## src/rppo_pkg.sv

```systemverilog
// Shared types and constants for the RGB pixel point-operation unit.
// Used by the front end, queue, back end, division steps and top level.
package rppo_pkg;

  localparam int COMP_W    = 8;
  localparam int NUM_COMP  = 3;
  localparam int PROD_W    = 2 * COMP_W;
  localparam int TDATA_W   = NUM_COMP * COMP_W;
  localparam int CFG_W     = NUM_COMP * COMP_W;
  localparam int CFG_IDX_W = 3;

  // Operation codes
  localparam logic [2:0] OP_BRIGHTEN = 3'd0;
  localparam logic [2:0] OP_DARKEN   = 3'd1;
  localparam logic [2:0] OP_STRETCH  = 3'd2;
  localparam logic [2:0] OP_NEGATIVE = 3'd3;
  localparam logic [2:0] OP_BINARIZE = 3'd4;

  // Register indexes
  localparam logic [CFG_IDX_W-1:0] REG_OP_MODE   = 3'd0;
  localparam logic [CFG_IDX_W-1:0] REG_MAX_LEVEL = 3'd1;
  localparam logic [CFG_IDX_W-1:0] REG_BIN_THR   = 3'd2;
  localparam logic [CFG_IDX_W-1:0] REG_CH_MIN    = 3'd3;
  localparam logic [CFG_IDX_W-1:0] REG_CH_MAX    = 3'd4;

  typedef logic [NUM_COMP-1:0][COMP_W-1:0] comp_vec_t;
  typedef logic [NUM_COMP-1:0][PROD_W-1:0] acc_vec_t;

  typedef struct packed {
    logic [2:0]        op_mode;
    logic [COMP_W-1:0] max_level;
    logic [COMP_W-1:0] bin_threshold;
    comp_vec_t         ch_min;
    comp_vec_t         ch_max;
  } cfg_t;

  // Classified pixel: data holds the finished result, or the clamped offset
  // (p - min) when the pixel still needs the stretch division.
  typedef struct packed {
    logic                is_stretch;
    logic [NUM_COMP-1:0] flat;
    comp_vec_t           den;
    comp_vec_t           data;
  } entry_t;

  // One stage of the back-end pipeline. acc holds {remainder, numerator/quotient}.
  typedef struct packed {
    logic                valid;
    logic                is_stretch;
    logic [NUM_COMP-1:0] flat;
    comp_vec_t           den;
    acc_vec_t            acc;
    comp_vec_t           pass;
  } pipe_t;

endpackage

```

## src/rgb_pixel_point_operation_unit.sv

```systemverilog
// Top level of the RGB pixel point-operation unit: config registers and wiring.
// Depends on rppo_pkg, rppo_front, rppo_queue and rppo_back.
//
//   channel   direction  handshake          payload
//   s_*       in         s_tvalid/s_tready  s_tdata: in_comp0, in_comp1, in_comp2
//   m_*       out        m_tvalid/m_tready  m_tdata: out_comp0..2; m_tuser: flat_range_flag
//   cfg_*     in         cfg_we             cfg_addr index, cfg_wdata value
//
// One pixel per clock while the output is not stalled; a result passes through the queue slot,
// the multiply, an eight-stage quotient pipeline and the output register.
// Synchronous active-high reset clears queue, stage valid bits and config to defaults.
// A stalled output holds the whole back end; the queue absorbs input meanwhile.
module rgb_pixel_point_operation_unit import rppo_pkg::*; #(
  parameter int QUEUE_DEPTH = 4
) (
  input  logic                 clk,
  input  logic                 rst,
  input  logic                 s_tvalid,
  output logic                 s_tready,
  input  logic [TDATA_W-1:0]   s_tdata,   // [7:0] in_comp0, [15:8] in_comp1, [23:16] in_comp2
  output logic                 m_tvalid,
  input  logic                 m_tready,
  output logic [TDATA_W-1:0]   m_tdata,   // [7:0] out_comp0, [15:8] out_comp1, [23:16] out_comp2
  output logic                 m_tuser,   // [0] flat_range_flag
  input  logic                 cfg_we,
  input  logic [CFG_IDX_W-1:0] cfg_addr,
  input  logic [CFG_W-1:0]     cfg_wdata
);

  cfg_t   cfg;
  logic   push;
  entry_t push_entry;
  logic   q_pop;
  logic   q_not_empty;
  logic   q_full;
  entry_t q_head;

  always_ff @(posedge clk) begin
    if (rst) begin
      cfg.op_mode       <= OP_BRIGHTEN;
      cfg.max_level     <= '1;
      cfg.bin_threshold <= COMP_W'(127);
      cfg.ch_min        <= '0;
      cfg.ch_max        <= '1;
    end else if (cfg_we) begin
      case (cfg_addr)
        REG_OP_MODE:   cfg.op_mode       <= cfg_wdata[2:0];
        REG_MAX_LEVEL: cfg.max_level     <= cfg_wdata[COMP_W-1:0];
        REG_BIN_THR:   cfg.bin_threshold <= cfg_wdata[COMP_W-1:0];
        REG_CH_MIN:    cfg.ch_min        <= cfg_wdata;
        REG_CH_MAX:    cfg.ch_max        <= cfg_wdata;
        default: begin
        end
      endcase
    end
  end

  rppo_front u_front (
    .s_tvalid   (s_tvalid),
    .s_tready   (s_tready),
    .s_tdata    (s_tdata),
    .cfg        (cfg),
    .queue_full (q_full),
    .push       (push),
    .entry      (push_entry)
  );

  rppo_queue #(
    .DEPTH (QUEUE_DEPTH)
  ) u_queue (
    .clk        (clk),
    .rst        (rst),
    .push       (push),
    .push_entry (push_entry),
    .pop        (q_pop),
    .not_empty  (q_not_empty),
    .full       (q_full),
    .head       (q_head)
  );

  rppo_back u_back (
    .clk         (clk),
    .rst         (rst),
    .q_not_empty (q_not_empty),
    .q_head      (q_head),
    .q_pop       (q_pop),
    .max_level   (cfg.max_level),
    .m_tvalid    (m_tvalid),
    .m_tready    (m_tready),
    .m_tdata     (m_tdata),
    .m_tuser     (m_tuser)
  );

endmodule

```

## src/rppo_front.sv

```systemverilog
// Front end: accepts pixels and classifies them by operation mode.
// Depends on rppo_pkg; writes classified entries into rppo_queue.
module rppo_front import rppo_pkg::*; (
  input  logic               s_tvalid,
  output logic               s_tready,
  input  logic [TDATA_W-1:0] s_tdata,
  input  cfg_t               cfg,
  input  logic               queue_full,
  output logic               push,
  output entry_t             entry
);

  comp_vec_t pix;
  logic      up_ok;
  logic      dn_ok;

  assign pix      = s_tdata;
  assign s_tready = !queue_full;
  assign push     = s_tvalid && !queue_full;

  always_comb begin
    up_ok = 1'b1;
    dn_ok = 1'b1;
    for (int i = 0; i < NUM_COMP; i++) begin
      if (pix[i] >= cfg.max_level) up_ok = 1'b0;
      if (pix[i] == '0) dn_ok = 1'b0;
    end
  end

  always_comb begin
    entry      = '0;
    entry.data = pix;
    case (cfg.op_mode)
      OP_BRIGHTEN: begin
        if (up_ok) begin
          for (int i = 0; i < NUM_COMP; i++) entry.data[i] = pix[i] + COMP_W'(1);
        end
      end
      OP_DARKEN: begin
        if (dn_ok) begin
          for (int i = 0; i < NUM_COMP; i++) entry.data[i] = pix[i] - COMP_W'(1);
        end
      end
      OP_STRETCH: begin
        entry.is_stretch = 1'b1;
        for (int i = 0; i < NUM_COMP; i++) begin
          entry.flat[i] = (cfg.ch_max[i] <= cfg.ch_min[i]);
          entry.den[i]  = cfg.ch_max[i] - cfg.ch_min[i];
          // clamp to [min,max], then take the offset from min
          if (pix[i] < cfg.ch_min[i]) entry.data[i] = '0;
          else if (pix[i] > cfg.ch_max[i]) entry.data[i] = cfg.ch_max[i] - cfg.ch_min[i];
          else entry.data[i] = pix[i] - cfg.ch_min[i];
        end
      end
      OP_NEGATIVE: begin
        for (int i = 0; i < NUM_COMP; i++) begin
          entry.data[i] = (pix[i] > cfg.max_level) ? '0 : cfg.max_level - pix[i];
        end
      end
      OP_BINARIZE: begin
        for (int i = 0; i < NUM_COMP; i++) begin
          entry.data[i] = (pix[0] > cfg.bin_threshold) ? COMP_W'(1) : '0;
        end
      end
      default: begin
      end
    endcase
  end

endmodule

```

## src/rppo_queue.sv

```systemverilog
// Short register queue between the front end and the back end.
// Depends on rppo_pkg for the entry type.
module rppo_queue import rppo_pkg::*; #(
  parameter int DEPTH = 4
) (
  input  logic   clk,
  input  logic   rst,
  input  logic   push,
  input  entry_t push_entry,
  input  logic   pop,
  output logic   not_empty,
  output logic   full,
  output entry_t head
);

  localparam int PTR_W = (DEPTH > 1) ? $clog2(DEPTH) : 1;
  localparam int CNT_W = $clog2(DEPTH + 1);

  entry_t           slots [DEPTH];
  logic [PTR_W-1:0] wr_ptr;
  logic [PTR_W-1:0] rd_ptr;
  logic [CNT_W-1:0] count;

  assign not_empty = (count != '0);
  assign full      = (count == CNT_W'(DEPTH));
  assign head      = slots[rd_ptr];

  function automatic logic [PTR_W-1:0] wrap_inc(input logic [PTR_W-1:0] ptr);
    return (ptr == PTR_W'(DEPTH - 1)) ? '0 : ptr + PTR_W'(1);
  endfunction

  always_ff @(posedge clk) begin
    if (rst) begin
      wr_ptr <= '0;
      rd_ptr <= '0;
      count  <= '0;
    end else begin
      if (push) wr_ptr <= wrap_inc(wr_ptr);
      if (pop) rd_ptr <= wrap_inc(rd_ptr);
      if (push && !pop) count <= count + CNT_W'(1);
      else if (pop && !push) count <= count - CNT_W'(1);
    end
  end

  always_ff @(posedge clk) begin
    if (push) slots[wr_ptr] <= push_entry;
  end

endmodule

```

## src/rppo_div_step.sv

```systemverilog
// One restoring-division stage: produces one quotient bit per lane.
// Depends on rppo_pkg; chained by rppo_back.
module rppo_div_step import rppo_pkg::*; (
  input  logic  clk,
  input  logic  rst,
  input  logic  advance,
  input  pipe_t stage_in,
  output pipe_t stage_out
);

  pipe_t stage_next;

  always_comb begin
    logic [COMP_W:0] trial;
    logic [COMP_W:0] diff;
    logic            ge;
    stage_next = stage_in;
    for (int i = 0; i < NUM_COMP; i++) begin
      trial = stage_in.acc[i][PROD_W-1:COMP_W-1];
      diff  = trial - {1'b0, stage_in.den[i]};
      ge    = (trial >= {1'b0, stage_in.den[i]});
      // shift the quotient bit in at the bottom, keep the partial remainder on top
      stage_next.acc[i] = {(ge ? diff[COMP_W-1:0] : trial[COMP_W-1:0]),
                           stage_in.acc[i][COMP_W-2:0], ge};
    end
  end

  always_ff @(posedge clk) begin
    if (rst) begin
      stage_out.valid <= 1'b0;
    end else if (advance) begin
      stage_out <= stage_next;
    end
  end

endmodule

```

## src/rppo_back.sv

```systemverilog
// Back end: multiply, eight division stages and the output register.
// Depends on rppo_pkg and rppo_div_step; drains rppo_queue.
module rppo_back import rppo_pkg::*; (
  input  logic               clk,
  input  logic               rst,
  input  logic               q_not_empty,
  input  entry_t             q_head,
  output logic               q_pop,
  input  logic [COMP_W-1:0]  max_level,
  output logic               m_tvalid,
  input  logic               m_tready,
  output logic [TDATA_W-1:0] m_tdata,
  output logic               m_tuser
);

  pipe_t             stg [COMP_W+1];
  logic              advance;
  logic              out_valid;
  comp_vec_t         out_comp;
  logic              out_flag;
  comp_vec_t         fin_comp;

  // the whole pipeline moves together whenever the output slot can take a transfer
  assign advance  = !out_valid || m_tready;
  assign q_pop    = advance && q_not_empty;
  assign m_tvalid = out_valid;
  assign m_tdata  = out_comp;
  assign m_tuser  = out_flag;

  always_ff @(posedge clk) begin
    if (rst) begin
      stg[0].valid <= 1'b0;
    end else if (advance) begin
      stg[0].valid      <= q_not_empty;
      stg[0].is_stretch <= q_head.is_stretch;
      stg[0].flat       <= q_head.flat;
      stg[0].den        <= q_head.den;
      stg[0].pass       <= q_head.data;
      for (int i = 0; i < NUM_COMP; i++) begin
        stg[0].acc[i] <= PROD_W'(q_head.data[i]) * PROD_W'(max_level);
      end
    end
  end

  for (genvar k = 0; k < COMP_W; k++) begin : g_div
    rppo_div_step u_step (
      .clk       (clk),
      .rst       (rst),
      .advance   (advance),
      .stage_in  (stg[k]),
      .stage_out (stg[k+1])
    );
  end

  always_comb begin
    for (int i = 0; i < NUM_COMP; i++) begin
      if (stg[COMP_W].flat[i]) fin_comp[i] = '0;
      else if (stg[COMP_W].is_stretch) fin_comp[i] = stg[COMP_W].acc[i][COMP_W-1:0];
      else fin_comp[i] = stg[COMP_W].pass[i];
    end
  end

  always_ff @(posedge clk) begin
    if (rst) begin
      out_valid <= 1'b0;
    end else if (advance) begin
      out_valid <= stg[COMP_W].valid;
    end
  end

  always_ff @(posedge clk) begin
    if (advance) begin
      out_comp <= fin_comp;
      out_flag <= stg[COMP_W].is_stretch && (|stg[COMP_W].flat);
    end
  end

endmodule

```

## config.mk

```make
export PLATFORM = sky130hd
export DESIGN_NAME = rgb_pixel_point_operation_unit
export DESIGN_NICKNAME = d
export VERILOG_FILES = /design/src/rppo_pkg.sv /design/src/rgb_pixel_point_operation_unit.sv /design/src/rppo_front.sv /design/src/rppo_queue.sv /design/src/rppo_div_step.sv /design/src/rppo_back.sv
export SDC_FILE = /design/constraint.sdc
export NUM_CORES = 2
export LEC_CHECK = 0
export BUFFER_PORTS_ARGS = -buffer_cell sky130_fd_sc_hd__buf_2
export CAP_MARGIN = 25
export CORE_MARGIN = 1.5
export CORE_UTILIZATION = 55
export DETAILED_ROUTE_END_ITERATION = 12
export GPL_TIMING_DRIVEN = 1
export HOLD_SLACK_MARGIN = 0.1
export PLACE_DENSITY = 0.71
export SLEW_MARGIN = 20
export SYNTH_ARGS = -nofsm -noshare
export SYNTH_HDL_FRONTEND = slang
export SYNTH_SLANG_ARGS = --single-unit
```

## constraint.sdc

```tcl
create_clock -name clk -period 47.7 [get_ports clk]
set_input_delay 4.77 -clock clk [delete_from_list [all_inputs] [get_ports clk]]
set_output_delay 4.77 -clock clk [all_outputs]
set_load 0.05 [all_outputs]
```

# After elaboration in Yosys (flattened, before gate mapping)
# Memories as Yosys holds them, arrays and structs flattened. A register that Yosys moved wholly into a read port is not among the register bits.
# Cells that the tools add are included.
dict set report op_classes {
  addsub 40
  muxes 52
  bitwise 1
  reduce_logical 24
  n_eq_ne 11
  order_cmp 40
  shift 0
  n_div 0
  mul 3
}
# operator count
set op_table {}
lappend op_table {{8-bit two-way mux} 33}
lappend op_table {{8-bit subtractor} 30}
lappend op_table {{9-bit by 8-bit >= comparator with 1-bit output} 24}
lappend op_table {{24-bit case mux with 5 select lines} 1}
lappend op_table {{8-bit > comparator} 7}
lappend op_table {{8-bit by 8-bit multiplier with 16-bit output} 3}
lappend op_table {{24-bit two-way mux} 2}
lappend op_table {{28-bit two-way mux} 1}
lappend op_table {{8-bit by 1-bit adder with 8-bit output (second input constant)} 3}
lappend op_table {{8-bit >= comparator} 3}
lappend op_table {{8-bit <= comparator} 3}
lappend op_table {{8-bit zero test} 3}
lappend op_table {{8-bit < comparator} 3}
lappend op_table {{8-bit by 1-bit subtractor with 8-bit output (second input constant)} 3}
lappend op_table {{3-bit by 2-bit == test with 1-bit output (second input constant)} 4}
lappend op_table {{2-bit AND reduction} 6}
lappend op_table {{3-bit == test (second input constant)} 3}
lappend op_table {{1-bit two-way mux} 9}
lappend op_table {{2-bit two-way mux} 4}
lappend op_table {{3-bit by 1-bit == test with 1-bit output (second input constant)} 2}
lappend op_table {{3-bit zero test} 2}
lappend op_table {{3-bit two-way mux} 2}
lappend op_table {{1-bit logical AND} 5}
lappend op_table {{2-bit by 1-bit adder with 2-bit output (second input constant)} 2}
lappend op_table {{9 further kinds} 13}
dict set report word_totals {
  output_inout_bits 27
  wordCells 294
  register_bits 961
  in_bits 56
  latch_bits 0
  ram_bits 208
  mem_count 1
  rom_bits 0
}
# name words width rd rd_clocked_by_memory_dff wr line
set memory_table {}
lappend memory_table {u_queue.slots 4 52 1 1 1 rppo_queue.sv:19} ;# entry_t slots [DEPTH];

# Logic depth before layout (Yosys ltp)
dict set report depth {
  word_depth 7
  mapped_depth 20
  mapped_depth_nobuf 18
}

# Modules after synthesis
# A second synthesis with hierarchy kept.
dict set report hier_totals {
  cells_unflattened 4814
  hier_area_um2 63357.0
}
# mod seq_area_each_um2 area_each_um2 cells_per_inst instances
set modules_own_cells {}
lappend modules_own_cells {{rppo_div_step (u_back.g_div[3].u_step ...)} 3022.9 4500.6 297 5}
lappend modules_own_cells {rppo_back 3793.6 10894.2 993 1}
lappend modules_own_cells {{rppo_div_step (u_back.g_div[0].u_step ...)} 3022.9 4455.5 293 2}
lappend modules_own_cells {rppo_queue 6426.2 8006.4 316 1}
lappend modules_own_cells {rppo_front 0.0 5800.6 857 1}
lappend modules_own_cells {{rppo_div_step (u_back.g_div[2].u_step)} 3022.9 4495.6 301 1}
lappend modules_own_cells {rgb_pixel_point_operation_unit 1341.3 2746.4 276 1}

# Least setup slack after synthesis
# No wires, ideal clock.
dict set report synth_timing {
  path_type {input -> register}
  from {in rst}
  to {reg u_back.g_div[0].u_step.stage_out[0] (netlist bit), enable pin}
  t_arrival_ns 40.445
  required_time_ns 45.603
  path_slack_ns 5.158
  stages 3
  cell_sequence {clkbuf_1 > buf_1 > nor2_1}
}
dict set report synth_via {
  elab_chain_cells 2
}
# element line
set synth_lines {}
lappend synth_lines {{start, declared} rgb_pixel_point_operation_unit.sv:17} ;# input logic rst,
lappend synth_lines {{1-bit NOT (no source line)} n/a}
lappend synth_lines {{2-bit AND reduction (no source line)} n/a}
lappend synth_lines {{end signal, assigned} rppo_div_step.sv:32} ;# stage_out <= stage_next;
lappend synth_lines {{end, declared} rppo_div_step.sv:8} ;# output pipe_t stage_out
# No other way between the ends.
# A chain may end at the register's enable or synchronous reset.

# Worst setup path after layout
dict set report layout_timing {
  from {in rst}
  to {reg u_back.g_div[6].u_step.stage_out[85] (netlist bit), enable pin}
}
dict set report layout_via {
  elab_chain_cells 2
}
# element line
set layout_lines {}
lappend layout_lines {{1-bit NOT (no source line)} n/a}
lappend layout_lines {{2-bit AND reduction (no source line)} n/a}
lappend layout_lines {{end signal, assigned} rppo_div_step.sv:32}
lappend layout_lines {{end, declared} rppo_div_step.sv:8}
# No other way between the ends.

==> results.yml <==
grt:
  grt_overflow: 0
  grt_pass1_wl_mm: 167
  antenna_found_initial: 1
  grt_pass1_vias: 33023
  grt_max_degree: 185
  track_usage_pct: 19.1
final_layout:
  diodes: 0
  fillers: 7896
  nets: 5174
  area_growth_pct: 10.6
  layout-drive-gt1-share_pct: 11.5
synth:
  yosysSeqAreaShare_pct: 58.5
  ys.flop_type: "edfxtp_1"
  synth_most_common_cell: "edfxtp_1"
  yosys_warnings: 0
  syn_avg_cell_area_sq_um: 13.3
  async_flop_share_pct: 0
  synth_area_leaders: "edfxtp_1 56%, ha_1 8.9%, fa_1 4.7%"
  netlist_area_sq_um: 58600
  synth_top_area_share_pct: 55.6
  synth-edff-count: 1085
  ys_top_cells_by_count: "1085 x edfxtp_1, 510 x inv_1, 419 x ha_1"
  yosysUniqueCellTypes: 77
  syn_inst: 4403
  ys_seq_elements: 1171
  synth_fp_nets: 5017
  yosysTopAreaCell: "edfxtp_1"
timing:
  drv_slew: 0
  period_needed_ps: 9560
  max_freq_mhz: 105
  hold_violations: 0
  finalClockSkew_ps: 36.3
  setup_viol: 0
  worst_pin_slew_ps: 1050
  rsz0062_at_grt: "false"
  relSlewSlack_pct: 29.5
  finalCritPeriodShare_pct: 20.0
  setup_tns_ps: 0
floorplanning:
  dieHeight_um: 329
  start_util_pct: 55.5
  std_cell_rows: 119
  core_sq_um: 106000
  io_pins: 83
  fp.dieW_um: 329
  die_area_sq_um: 109000
worst_setup_path:
  crit_slowest_cell: "buf_4"
  start_kind: "primary input"
  setup.worst_path.end_class: "flip-flop"
  crit_required_ps: 48040
  crit_fanout: 85
  slowest_delay_ps: 880
  path_class: "primary input to flip-flop"
  regToRegSetupSlack_ps: 41040
  worst_ep_arrival_time_ps: 9890
  critical_path.most_common_cell: "buf_4"
  crit_chain: "buf_2 -> buf_4 -> nor2_4 -> buf_4 -> buf_4 -> buf_4 -> buf_4 -> buf_4"
place:
  hpwl_mm: 69.7
  numPortBuffers: 82
  place_congestion: 0.880
flow_run:
  drv_cap: 0
run_status:
  outcome: "complete, but fails checks"
  violations: "design-rule violations"
hold_path:
  hold_class: "flip-flop to flip-flop"
drt:
  drtPass1Iterations: 11
  via_per_inst: 5.41
  ant_nets: 0
  post_drt_wl_per_cell_um: 16.7
  drcViolationCount: 2
  wl_mm: 101
  drt_iter0_drc: 1924
  vias: 32730
clock_network:
  path_clk_slew_ps: 60
  cts-root-buf: "clkbuf_16"
  clk_latency_ps: 700
  cts_tree: "built"
  cts_sinks: 1171
  clockBufferDepth: 3
  holdBufCountCts: 0
  cts_inserted_buffers: 117
  htreeDepth: 3
  postCtsSetupRepairBufs: 0
  cts_resized: 0
-- per-layer routing --
layer  track usage (%)  up-vias  wire [um]
li1                  -    16177          -
met3              2.77      158       4050
met4              6.12        2       2410
met5                 0        -         14
met1              25.2    15826      45900
met2              32.6      567      49000
-- kinds of logic after synthesis --
| family | count (synthesis) | share of synthesized area [%] |
|---|---|---|
| AO/OA/AOI/OAI | 622 | 6.81 |
| buffers and inverters | 598 | 3.87 |
| AND/OR/NAND/NOR | 1030 | 8.88 |
| multiplexers | 255 | 5.71 |
| XOR/XNOR | 169 | 2.52 |
| adder cells (fa/ha/maj) | 558 | 13.7 |
| flip-flops | 1171 | 58.5 |
-- stage by stage --
step                      hold slack, ps  instances  cell area (sq um)  setup slack [ps]  utilization (%)
final                                398       6054              64800             38140             61.4
after detailed placement             405       5825              60700             37290             57.5
after global routing                 394       6054              64800             37660             61.4
after floorplan                      400       4403              58600              5160                -
after global placement               400       5824              60700             37400             57.5
after CTS                            387       6047              64800             38070             61.3
-- final timing paths --
check | from | endpoint | depth (start not counted)
worst max-delay path | rst | u_back.g_div[6].u_step.stage_out[85]$_DFFE_PP_ | 8
worst min-delay path | u_back.g_div[0].u_step.stage_out[23]$_DFFE_PP_ | u_back.g_div[1].u_step.stage_out[23]$_DFFE_PP_ | 0
worst max register to register | flip-flop | u_back.stg[847]$_DFFE_PP_ | 17
worst min register to register | u_back.g_div[0].u_step.stage_out[23]$_DFFE_PP_ | u_back.g_div[1].u_step.stage_out[23]$_DFFE_PP_ | 0
-- cells in the final DEF (no fill, tap or decap), types with 40 or more instances in the layout --
cell / instances
edfxtp_1: 1085
inv_1: 510
ha_1: 419
nor2_1: 264
nand2_1: 235
a21oi_1: 169
and2_1: 164
o21ai_0: 151
fa_1: 139
xnor2_1: 131
clkbuf_16: 117
mux2_2: 115
mux2i_1: 88
dfxtp_1: 84
buf_2: 82
nor2b_1: 78
nand4_1: 64
nor3_1: 61
mux4_2: 52
o21a_1: 47
nand2b_1: 40
-- layout make-up --
cell class	count	area (sq um)	area share [%]
inverters	515	1930	2.98
well taps	1391	1740	2.68
clock buffers	135	3010	4.64
clock inverters	87	1020	1.57
flip-flops and latches	1171	34300	52.9
repair buffers	121	759	1.17
multi-input cells	2634	22100	34.0
-- flip-flops by register name, summed over array words and instances, names as in the netlist, named ones only --
register	cells
u_back.m_tvalid	1
u_back.stg	101
u_queue.rd_ptr	2
u_back.m_tdata	24
u_back.m_tuser	1
u_queue.slots	208
u_queue.count	3
u_back.g_div.u_step.stage_out	760
cfg	67
u_queue.wr_ptr	2
-- critical path: cells and delay by family --
| kind | cells | cell delay [ps] |
|---|---|---|
| and+or+nand+nor | 1 | 770 |
| buffers and inverters | 7 | 4180 |
Power is not shown: default switching activity piles up to over one toggle a cycle in this logic, so the estimate is an artifact.
